<file path="src/hdl/swtr_pkg.sv">
// Shared constants for the sliding window tile reassigner.
// Used by the tile divider and by the top level; depends on nothing.
`default_nettype none

package swtr_pkg;

    localparam int COORD_W = 32;
    localparam int SLOT_W = 8;
    localparam int FUNC_W = 2;
    localparam int RANGE_W = 3;
    localparam int CFG_IDX_W = 8;
    localparam int CNT_W = 9;
    localparam int STACK_DEPTH = 256;
    localparam int DEFAULT_MAX_RANGE = 7;

    // Camera tile quotient, signed, and the divider operand widths.
    localparam int TILE_W = COORD_W + 2;
    localparam int DIV_W = COORD_W + 1;
    // Window arithmetic on tile differences.
    localparam int DIFF_W = COORD_W + 4;

    localparam logic [FUNC_W-1:0] FUNC_LOAD = 2'd0;
    localparam logic [FUNC_W-1:0] FUNC_CENTER = 2'd1;
    localparam logic [FUNC_W-1:0] FUNC_CAMERA = 2'd2;

    localparam logic [CFG_IDX_W-1:0] CFG_WINDOW_RANGE = 8'd0;
    localparam logic [CFG_IDX_W-1:0] CFG_TILE_HALF_SPAN = 8'd1;

    localparam logic [RANGE_W-1:0] RESET_WINDOW_RANGE = 3'd2;
    localparam logic [COORD_W-1:0] RESET_HALF_SPAN = 32'd65536;

endpackage

`default_nettype wire

</file>
<file path="src/hdl/swtr_div.sv">
// Restoring divider that yields floor(num / den) for the camera tile.
// Takes the magnitude form of the dividend; uses swtr_pkg.
`default_nettype none

module swtr_div (
    input  wire logic                              aclk,
    input  wire logic                              aresetn,
    input  wire logic                              start,
    input  wire logic [swtr_pkg::DIV_W-1:0]        mag,
    input  wire logic                              neg,
    input  wire logic [swtr_pkg::DIV_W-1:0]        den,
    output logic                                   done,
    output logic [swtr_pkg::TILE_W-1:0]            quo
);
    import swtr_pkg::*;

    localparam int STEP_W = $clog2(DIV_W + 1);

    logic [DIV_W-1:0]  rem_reg, rem_next;
    logic [DIV_W-1:0]  q_reg, q_next;
    logic [DIV_W-1:0]  den_reg;
    logic              neg_reg;
    logic [STEP_W-1:0] step_reg, step_next;
    logic              busy_reg, busy_next;
    logic              done_reg, done_next;
    logic [DIV_W:0]    shifted;
    logic              fits;

    // Each step brings down one dividend bit, most significant first.
    assign shifted = {rem_reg, q_reg[DIV_W-1]};
    assign fits = shifted >= {1'b0, den_reg};

    always_comb begin
        rem_next = rem_reg;
        q_next = q_reg;
        step_next = step_reg;
        busy_next = busy_reg;
        done_next = 1'b0;
        if (start && !busy_reg) begin
            rem_next = '0;
            q_next = mag;
            step_next = '0;
            busy_next = 1'b1;
        end else if (busy_reg) begin
            rem_next = fits ? DIV_W'(shifted - {1'b0, den_reg}) : shifted[DIV_W-1:0];
            q_next = {q_reg[DIV_W-2:0], fits};
            step_next = step_reg + 1'b1;
            if (step_reg == STEP_W'(DIV_W - 1)) begin
                busy_next = 1'b0;
                done_next = 1'b1;
            end
        end
    end

    always_ff @(posedge aclk) begin
        if (!aresetn) begin
            busy_reg <= 1'b0;
            done_reg <= 1'b0;
            step_reg <= '0;
        end else begin
            busy_reg <= busy_next;
            done_reg <= done_next;
            step_reg <= step_next;
        end
        rem_reg <= rem_next;
        q_reg <= q_next;
        if (start && !busy_reg) begin
            den_reg <= den;
            neg_reg <= neg;
        end
    end

    // For a negative dividend floor(n/d) equals the complement of ~n / d.
    assign done = done_reg;
    assign quo = neg_reg ? ~{1'b0, q_reg} : {1'b0, q_reg};

endmodule

`default_nettype wire

</file>
<file path="config.mk">
export PLATFORM = sky130hd
export DESIGN_NAME = swtr_div
export DESIGN_NICKNAME = d
export VERILOG_FILES = /design/src/hdl/swtr_pkg.sv /design/src/hdl/swtr_div.sv
export SDC_FILE = /design/constraint.sdc
export NUM_CORES = 1
export LEC_CHECK = 0
export BUFFER_PORTS_ARGS = -buffer_cell sky130_fd_sc_hd__buf_2
export CORE_MARGIN = 2
export CORE_UTILIZATION = 56
export DETAILED_ROUTE_END_ITERATION = 16
export HOLD_SLACK_MARGIN = 0.03
export PLACE_DENSITY = 0.88
export SYNTH_ARGS = -nofsm -noshare
export SYNTH_HDL_FRONTEND = slang
export SYNTH_SLANG_ARGS = --single-unit
</file>
<file path="constraint.sdc">
create_clock -name aclk -period 3.1 [get_ports aclk]
set_input_delay 0.62 -clock aclk [delete_from_list [all_inputs] [get_ports aclk]]
set_output_delay 0.62 -clock aclk [all_outputs]
set_load 0.1 [all_outputs]
</file>
==> summary.txt, run 1 <==
Clock tree
  • CTS max path bufs: 2
  • CTS Hold Bufs: 0
  • Sinks on Clock Net: around 110
  • Clk_lat worst skew: 0.39 ns
  • CTS Buf Count: 9
  • Clock transition at the registers of the reported paths: about 0.12 ns
  • H-tree levels: 3
  • TritonCTS clock tree: yes
  • CTS root buf: clkbuf_8

Cells and area
  • Share of cells above drive strength 1: 0.2655
  • Antenna Cells: 0
  • Nets: 779
  • Area Growth Syn to Fin: 13.86%

Global routing
  • Gr usage total: 0.2315
  • First-pass GRT wire length: 21.50 mm
  • Total gr overflow: 0
  • Vias in the first global route: 4,651
  • Largest net degree at the start of global routing: 53
  • Initial antenna violation count: 0

Worst setup path
  • Worst Path Buf+Inv: 2
  • Data required, critical path: 3.36 ns
  • Arr. time, crit path: about 3.2 ns
  • R2r setup slk: 0.20 ns
  • Setup crit end kind: flip-flop
  • Crit Path Class: flip-flop to flip-flop
  • CP cell instances: inv_1 -> ha_1 -> inv_1 -> fa_1 -> a21o_1 -> a221oi_2 -> o211ai_2 -> nand2_1 -> o211a_4 -> o31a_4 -> o21ai_1 -> a22o_1
  • Cell depth of the worst setup path: 12
  • Setup crit start kind: flip-flop
  • R2R cell count: 12
  • Critical path peak fanout: 32
  • Worst path slowest cell: edfxtp_1
  • CP top delay family: compound AO/OA/AOI/OAI gates
  • CP dominant cell by count: inv_1
  • Worst path max stage delay: about 0.44 ns

Logic synthesis
  • Synth area leader: edfxtp_1
  • Synth Area in XOR/XNOR: 0.09685
  • Synthesized cell area: a little over 0.006 mm2
  • Ys Warns: 0
  • Fraction of the mapped netlist area in adder cells: 0.07447
  • Register area share after synthesis: 0.4606
  • Share of the synthesized area in the top cell type: 0.3272
  • Synth Area in Simple Gates: 0.08199
  • Main combinational cell family by area after synthesis: compound AO/OA/AOI/OAI gates
  • Async set-reset flop share out of synthesis: 0
  • Synth Register Bits: 108
  • Yosys cell types: just over 60
  • Post-Syn Nets: 684
  • Prevailing post-synth register cell: edfxtp_1
  • Synth Instances: 578
  • Main area contributors after synthesis: edfxtp_1, dfxtp_1, xor2_1
  • EDFF count, synth: 67
  • Compound-Gate Fraction of Synth Area: 0.1756
  • Mux cell area share after synthesis: 0.06389
  • Syn Area/Cell: roughly 11 um2

Floorplanning
  • Die Y: between 100 and 150 um
  • Core Area: approximately 0.011 mm2
  • Die X: between 100 and 150 um
  • Die ar.: 0.01184 mm2
  • Initial Util: 0.5698
  • I/O pin cnt: 105
  • Row count: 38

Place
  • PortBufs: 104
  • Pre-CTS setup slack: 0.2191 ns
  • Post-DP HPWL: 9.470 mm
  • Routability Congestion: 0.9212

Routing
  • DRC viols: 0
  • Via density per instance: between 5 and 6
  • Vias: 4,749
  • Routed wire length: 13.20 mm
  • DR WL/cell: 16.14 um
  • DRT Pass-1 Iters: 5
  • Final ANT Viol Nets: 0
  • Drt initial violations: 360

Power
  • Leakage: 0.003110 uW
  • VDD IR max: between 500 and 600 uV
  • Total power: roughly 5300 uW
  • Pwr per Cell Area: 754.8 mW/mm2

STA
  • Relative max-transition margin: 0.5514
  • Fin. max-slew vios: 0
  • Fin crit period: 2.904 ns
  • Setup WS post-layout: 0.1956 ns
  • Hold_ws: approximately 0.4 ns
  • Hold Vio Cnt, Final: 0
  • Clk_skew: 0.02653 ns
  • Setup TNS: 0 ns
  • Crit share post-route: 0.9369
  • Worst-Margin Slew: 0.6730 ns
  • Unrepaired setup endpoints after global routing: true
  • Final setup fails: 0
  • Fmax: 0.3443 GHz

Status
  • Status: finished, final reports clean

Min path
  • Hold path cells: 1
  • Hold/Removal Path Class: input pin to flip-flop

Run
  • Max cap viols: 0
==> cell usage after synthesis (2+ instances only) <==
cell type / count
a21o_1: 20
xor2_1: 52
clkbuf_1: 15
and4_1: 4
nor2_1: 19
a21oi_1: 36
or3_1: 2
buf_2: 9
and2_1: 4
nor3_1: 4
o21ai_1: 14
inv_1: 43
edfxtp_1: 67
a31oi_1: 5
o21ai_0: 18
nor4_1: 2
dfxtp_1: 41
buf_1: 3
nand3_1: 3
xnor2_1: 16
o211ai_1: 7
nand4_1: 8
ha_1: 35
o21a_1: 2
and3_1: 2
mux2_2: 34
a22o_1: 13
a221oi_2: 2
nand2_1: 53
a32oi_1: 12
o21bai_1: 3
==> cell families (layout without fill, tap and decap cells) <==
group,count (synthesis),count (layout)
compound gates,151,151
xor+xnor,68,68
fa+ha+maj,36,36
buf+inv,72,172
flops,108,108
mux,35,35
simple gates,108,108
==> cell type report <==
type	count	area [um2]
sequential	108	2833
inverter	43	161.4
tap	140	175.2
clock buffer	11	162.7
fill	822	3791
clock inverter	5	38.79
multi-input combinational	398	3043
timing repair buffer	113	588.1
==> where the power goes <==
group	total [uW]	switching, uW	internal [uW]
Combinational	2450	1620	823
Clock	886	514	372
Sequential	1950	178	1770
==> stage by stage <==
| step | utilization | area [um2] | std cells |
|---|---|---|---|
| floorplan | - | 6150 | 578 |
| global placement | 0.6298 | 6798 | 802 |
| detailed placement | 0.6298 | 6798 | 802 |
| CTS | 0.6485 | 6999 | 818 |
| global route | 0.6487 | 7002 | 818 |
| finish | 0.6487 | 7002 | 818 |
==> timing repair <==
item	CTS	global route
endpoints found under the setup margin	0	2
gates resized for setup	0	1
setup buffers	0	0
==> layer usage <==
metal / part of all wire / wire length [um] / global-route usage / up-vias
met1: 0.43 / 5638 / 0.2952 / 2236
met2: 0.47 / 6138 / 0.3723 / 201
li1: - / - / - / 2290
met5: 0 / 0 / 0 / -
met3: 0.089 / 1172 / 0.06934 / 22
met4: 0.019 / 251 / 0.08700 / 0
==> worst paths after layout <==
path / from / endpoint
setup reg to reg: q_reg[32]$_DFFE_PP_ / rem_reg[5]$_SDFFE_PP0P_
hold reg to reg: rem_reg[12]$_SDFFE_PP0P_ / rem_reg[12]$_SDFFE_PP0P_
hold / removal: den[28] / den_reg[28]$_DFFE_PP_
setup / recovery: q_reg[32]$_DFFE_PP_ / rem_reg[5]$_SDFFE_PP0P_
==> cell usage in the layout, fill, tap and decap left out, types with 2 or more instances in the layout <==
cell      Yosys  layout
nand2_2       1       2
ha_1         35      35
dfxtp_1      41      41
a21oi_1      36      36
and4_1        4       4
nor4_1        2       2
mux2_2       34      34
a21o_1       20      20
nand3_1       3       3
nor3_1        4       4
and2_1        4       4
or3_1         2       2
o21ai_0      18      18
clkbuf_8      0      10
a31oi_1       5       5
a32oi_1      12      12
xor2_1       52      52
inv_6         0       3
o21a_1        2       2
xnor2_1      16      16
a221oi_2      2       2
nand2_1      53      52
buf_4         1       9
o21ai_1      14      14
edfxtp_1     67      67
nor2_1       19      18
o21bai_1      3       3
buf_2         9     104
nand4_1       8       8
o211ai_1      7       7
a22o_1       13      13
inv_1        43      43
and3_1        2       2
(Power assumes the default switching activity.)
==> run 2, diff against run 1 <==
--- a/config.mk
+++ b/config.mk
@@ -9,6 +9,7 @@
 export CORE_MARGIN = 2
 export CORE_UTILIZATION = 56
 export DETAILED_ROUTE_END_ITERATION = 16
+export GPL_TIMING_DRIVEN = 0
 export HOLD_SLACK_MARGIN = 0.03
 export PLACE_DENSITY = 0.88
 export SYNTH_ARGS = -nofsm -noshare
==> summary.txt, run 2 (synthesis results as in run 1) <==
STA
  • Setup TNS: 0 ns (unchanged)
  • Fmax: 0.3371 GHz (-2.1%)
  • Final setup fails: 0 (unchanged)
  • Relative max-transition margin: 0.5315 (-0.01991)
  • Crit share post-route: 0.9568 (+0.01990)
  • Setup WS post-layout: 0.1339 ns (-0.06168 ns)
  • Unrepaired setup endpoints after global routing: false
  • Worst-Margin Slew: 0.7028 ns (+0.02987 ns)
  • Fin. max-slew vios: 0 (unchanged)
  • Fin crit period: 2.966 ns (+0.06168 ns)
  • Clk_skew: 0.01321 ns (-0.01332 ns)
  • Hold Vio Cnt, Final: 0 (unchanged)

Worst setup path
  • R2r setup slk: 0.15 ns (-0.05 ns)
  • Crit Path Class: flip-flop to primary output
  • Critical path peak fanout: 10 (-69%)
  • CP startpoint: neg_reg$_DFFE_PP_
  • Reg-to-Reg End: q_reg[0]$_DFFE_PP_
  • Worst r2r src: q_reg[32]$_DFFE_PP_
  • Setup crit start kind: flip-flop
  • R2R cell count: 12 (unchanged)
  • Arr. time, crit path: 2.35 ns (-0.82 ns)
  • Setup crit end kind: primary output
  • Data required, critical path: 2.48 ns (-0.88 ns)

Routing
  • DRT Pass-1 Iters: 4 (-1)
  • DR WL/cell: 16.61 um (+2.9%)
  • Vias: 4,792 (+0.91%)
  • Final ANT Viol Nets: 0 (unchanged)
  • Via density per instance: 5.671 (-2.3%)
  • Drt initial violations: 309 (-14%)
  • Routed wire length: 14.04 mm (+6.3%)
  • DRC viols: 0 (unchanged)

Power
  • VDD IR max: 544.5 uV (+3.4%)
  • Total power: 5310 uW (+0.48%)
  • Leakage: 0.003165 uW (+1.8%)
  • Pwr per Cell Area: 744.0 mW/mm2 (-1.4%)

Floorplanning
  • Row count: 38 (unchanged)
  • I/O pin cnt: 105 (unchanged)
  • Initial Util: 0.5698 (unchanged)
  • Die ar.: 0.01184 mm2 (unchanged)
  • Die X: 108.8 um (unchanged)
  • Core Area: 0.01079 mm2 (unchanged)
  • Die Y: 108.8 um (unchanged)

Cells and area
  • Commonest non-fill, non-tap cells in the layout: buf_2, edfxtp_1, nand2_1, xor2_1, inv_1
  • Antenna Cells: 0 (unchanged)
  • Fin area: 0.007137 mm2 (+1.9%)
  • Area Growth Syn to Fin: 16.05%
  • Share of cells above drive strength 1: 0.2695 (+0.004017)
  • Non-Filler Instances: 845 (+3.3%)
  • Most common cell after layout, fill and taps aside: buf_2
  • Nets: 806 (+3.5%)

Global routing
  • Largest net degree at the start of global routing: 35 (-34%)
  • Gr usage total: 0.2506 (+0.01911)
  • Total gr overflow: 0 (unchanged)
  • Initial antenna violation count: 0 (unchanged)
  • Vias in the first global route: 4,917 (+5.7%)
  • First-pass GRT wire length: 23.06 mm (+7.3%)

Place
  • Post-DP HPWL: 10.30 mm (+8.8%)
  • Placed Instances: 823 (+2.6%)
  • Routability Congestion: 0.9313 (+1.1%)
  • Area after DPL: 0.006867 mm2 (+1.0%)
  • PortBufs: 104 (unchanged)
  • Pre-CTS setup slack: -0.1352 ns (-0.3543 ns)

Min path
  • Hold/Removal Path Class: input pin to flip-flop
  • Worst Hold Endpoint: den_reg[10]$_DFFE_PP_
  • Hold path startpoint: den[10]
  • Hold path cells: 1 (unchanged)

Clock tree
  • TritonCTS clock tree: yes
  • CTS max path bufs: 2 (unchanged)
  • H-tree levels: 3 (unchanged)
  • CTS Buf Count: 9 (unchanged)
  • Sinks on Clock Net: 108 (unchanged)
  • CTS Hold Bufs: 0 (unchanged)
  • Clk_lat worst skew: 0.39 ns (about the same)
  • CTS root buf: clkbuf_8
  • Clock transition at the registers of the reported paths: 0.11 ns (about the same)

Status
  • Status: finished, final reports clean

Run
  • Max cap viols: 0 (unchanged)
-- run 2: changes by cell type in the layout (fill, tap and decap cells not counted), moves of 2 or more --
cell / change
clkinv_2: +2
buf_2: +7
clkbuf_1: +14
buf_1: +2
inv_6: -2
-- run 2: where the power goes --
group          total, uW  leakage, uW  switching [uW]  internal [uW]
logic               2560      0.00209            1690            874
clock network        796    0.0000889             500            297
registers           1950     0.000989             175           1770
-- run 2: per-stage QoR --
stage | utilization | hold slack [ns]
floorplan | - | 0.4349
global placement | 0.6342 | 0.4513
detailed placement | 0.6362 | 0.4531
CTS | 0.6535 | 0.3845
global route | 0.6613 | 0.3845
finish | 0.6613 | 0.3937
-- run 2: repair_timing --
item | 4_1_cts | 5_1_grt
pin swaps | 0 | 3
setup endpoints to repair | 22 | 34
endpoints found under the hold margin | 0 | 0
setup buffers | 0 | 5
gates resized for setup | 2 | 11
-- run 2: worst max-delay path, cell delays in order, from the launching register on --
cell      delay (ns)
edfxtp_1        0.36
clkbuf_1        0.26
clkbuf_1        0.58
xor2_1          0.26
buf_2           0.47
-- run 2: worst max path at each step --
stage | end | slack [ns] | cells past startpoint
global route | rem_reg[12]$_SDFFE_PP0P_ | 0.0009 | 14
CTS | rem_reg[18]$_SDFFE_PP0P_ | 0.009 | 13
floorplan | quo[22] | -0.0004 | 3
global placement | q_reg[23]$_DFFE_PP_ | -0.59 | 5
detailed placement | rem_reg[30]$_SDFFE_PP0P_ | -0.14 | 13
finish | quo[15] | 0.13 | 4
-- run 2: area by class of cell --
cell class | instances | area [um2]
buffer | 29 | 137.6
clock buffer | 9 | 123.9
clock inverter | 7 | 50.05
fill | 844 | 3656
inverter | 43 | 161.4
multi-input combinational | 398 | 3050
sequential | 108 | 2833
tap | 140 | 175.2
timing repair buffer | 111 | 605.6
-- run 2: per-layer routing --
metal / share of wire / global-route usage
met3: 0.084 / 0.07233
met1: 0.42 / 0.3098
met5: 0 / 0
met4: 0.015 / 0.07051
met2: 0.48 / 0.4277
==> run 3, diff against run 2 <==
--- a/config.mk
+++ b/config.mk
@@ -11,6 +11,7 @@
 export DETAILED_ROUTE_END_ITERATION = 16
 export GPL_TIMING_DRIVEN = 0
 export HOLD_SLACK_MARGIN = 0.03
+export MAX_ROUTING_LAYER = met4
 export PLACE_DENSITY = 0.88
 export SYNTH_ARGS = -nofsm -noshare
 export SYNTH_HDL_FRONTEND = slang
==> summary.txt, run 3 (synthesis results as in run 1) <==
Min path
  • Hold path startpoint: den[27]
  • Hold path cells: 1 (unchanged)
  • Worst Hold Endpoint: den_reg[27]$_DFFE_PP_
  • Hold/Removal Path Class: input pin to flip-flop

Routing
  • Routed wire length: 14.17 mm (+0.95%)
  • DRC viols: 0 (unchanged)
  • Drt initial violations: 247 (-20%)
  • DRT Pass-1 Iters: 4 (unchanged)
  • Via density per instance: 5.673 (about the same)
  • Vias: 4,794 (+0.042%)
  • DR WL/cell: 16.77 um (+0.95%)
  • Final ANT Viol Nets: 0 (unchanged)

Floorplanning
  • Die Y: 108.8 um (unchanged)
  • Row count: 38 (unchanged)
  • I/O pin cnt: 105 (unchanged)
  • Die X: 108.8 um (unchanged)
  • Initial Util: 0.5698 (unchanged)
  • Core Area: 0.01079 mm2 (unchanged)
  • Die ar.: 0.01184 mm2 (unchanged)

STA
  • Final setup fails: 0 (unchanged)
  • Hold Vio Cnt, Final: 0 (unchanged)
  • Hold_ws: 0.3909 ns (-0.002806 ns)
  • Fmax: 0.3344 GHz (-0.81%)
  • Fin crit period: 2.990 ns (+0.02432 ns)
  • Clk_skew: 0.01736 ns (+0.004148 ns)
  • Relative max-transition margin: 0.4957 (-0.03577)
  • Fin. max-slew vios: 0 (unchanged)
  • Setup WS post-layout: 0.1096 ns (-0.02432 ns)
  • Worst-Margin Slew: 0.7556 ns (+0.05282 ns)
  • Crit share post-route: 0.9646 (+0.007845)

Cells and area
  • Multi-input logic area: 0.003044 mm2 (-0.21%)
  • Nets: 806 (unchanged)
  • Fillers: 834 (-1.2%)
  • Share of cells above drive strength 1: 0.2667 (-0.002837)
  • Area of all sequential standard cells: 0.002833 mm2 (unchanged)
  • Area Growth Syn to Fin: 15.93%
  • Commonest non-fill, non-tap cells in the layout: buf_2, edfxtp_1, nand2_1, xor2_1, inv_1
  • Most common cell after layout, fill and taps aside: buf_2
  • Antenna Cells: 0 (unchanged)

Power
  • Switch Pwr: 2370 uW (+0.24%)
  • Clk pwr share: 0.153 (+0.003)
  • Leakage: 0.003158 uW (-0.21%)
  • Total power: 5336 uW (+0.48%)
  • VDD IR max: 674.2 uV (+24%)
  • Net Sw Frac: 0.4442 (-0.001101)
  • Comb pwr share: 0.482 (about the same)
  • Int Pwr: 2966 uW (+0.68%)
  • Pwr per Cell Area: 748.4 mW/mm2 (+0.59%)
  • Flop pwr share: 0.365 (-0.002)

Place
  • PortBufs: 104 (unchanged)
  • Pre-CTS setup slack: -0.1276 ns (+0.007578 ns)
  • Routability Congestion: 0.9454 (+1.5%)
  • Post-DP HPWL: 10.32 mm (+0.20%)

Worst setup path
  • Worst r2r src: q_reg[32]$_DFFE_PP_
  • Setup crit start kind: flip-flop
  • Setup crit end kind: flip-flop
  • R2R cell count: 13 (+1)
  • R2r setup slk: 0.11 ns (-0.04 ns)
  • Data required, critical path: 3.39 ns (+0.91 ns)
  • Arr. time, crit path: 3.28 ns (+0.93 ns)
  • Reg-to-Reg End: rem_reg[10]$_SDFFE_PP0P_
  • Critical path peak fanout: 10 (unchanged)
  • Crit Path Class: flip-flop to flip-flop

Clock tree
  • Clk_lat worst skew: 0.40 ns (about the same)
  • H-tree levels: 3 (unchanged)
  • Sinks on Clock Net: 108 (unchanged)
  • TritonCTS clock tree: yes
  • CTS Buf Count: 9 (unchanged)
  • CTS root buf: clkbuf_8
  • Clock transition at the registers of the reported paths: 0.11 ns (about the same)
  • CTS max path bufs: 2 (unchanged)
  • CTS Hold Bufs: 0 (unchanged)

Run
  • Max cap viols: 0 (unchanged)

Global routing
  • Vias in the first global route: 4,907 (-0.20%)
  • Total gr overflow: 0 (unchanged)
  • Largest net degree at the start of global routing: 35 (unchanged)
  • First-pass GRT wire length: 22.88 mm (-0.78%)
  • Gr usage total: 0.2577 (+0.007083)
  • Initial antenna violation count: 0 (unchanged)

Status
  • Status: finished, final reports clean
[run 3: power groups by stage]
stage / sequential, uW / clock [uW] / combinational (uW)
global route: 1980 / 874 / 2760
CTS: 1950 / 829 / 2500
floorplan: 1930 / 0 / 2020
detailed placement: 1980 / 0 / 2460
finish: 1950 / 816 / 2570
global placement: 1960 / 0 / 2390
[run 3: cell type report]
cell class / instances / area share
Buffer: 29 / 0.01931
Clock buffer: 12 / 0.02036
Clock inverter: 4 / 0.004563
Inverter: 43 / 0.02264
Multi-Input combinational cell: 398 / 0.4270
Sequential cell: 108 / 0.3973
Tap cell: 140 / 0.02457
Timing Repair Buffer: 111 / 0.08424
[run 3: stage by stage]
step	instance area, um2	setup TNS [ns]	instances	util
after floorplan	6150	-0.01200	578	-
after global placement	6845	-16.08	822	0.6342
after detailed placement	6874	-0.7608	823	0.6369
after CTS	7067	0	839	0.6548
after global routing	7129	-0.01368	845	0.6606
final	7129	0	845	0.6606
[run 3: worst max path at each step]
stage                              from                  endpoint  cells after the start
global route        q_reg[32]$_DFFE_PP_   rem_reg[6]$_SDFFE_PP0P_                     14
finish              q_reg[32]$_DFFE_PP_  rem_reg[10]$_SDFFE_PP0P_                     13
detailed placement  q_reg[32]$_DFFE_PP_  rem_reg[30]$_SDFFE_PP0P_                     13
floorplan             neg_reg$_DFFE_PP_                   quo[22]                      3
global placement                  start       q_reg[23]$_DFFE_PP_                      5
CTS                 q_reg[32]$_DFFE_PP_        q_reg[0]$_DFFE_PP_                     12
[run 3: timing repair]
| item | in CTS | in global routing |
|---|---|---|
| endpoints found under the setup margin | 21 | 28 |
| pin swaps | 0 | 2 |
| resized for setup | 3 | 5 |
| setup buffers | 0 | 5 |
[run 3: layer usage]
metal	up-vias	global-route usage	share of wire
met1	2249	0.3244	0.43
li1	2343	-	-
met3	20	0.06157	0.074
met5	-	-	0
met2	182	0.4121	0.48
met4	0	0.08242	0.018
[run 3: critical path, stage by stage, from the launching register on]
cell and delay [ns]:
edfxtp_1 0.46, inv_1 0.09, ha_1 0.13, inv_1 0.07, fa_1 0.41, a21o_1 0.24, a221oi_4 0.31, o211ai_2 0.15
nand2_2 0.11, o211a_4 0.22, o31a_4 0.16, buf_4 0.22, o21ai_1 0.12, a22o_1 0.20
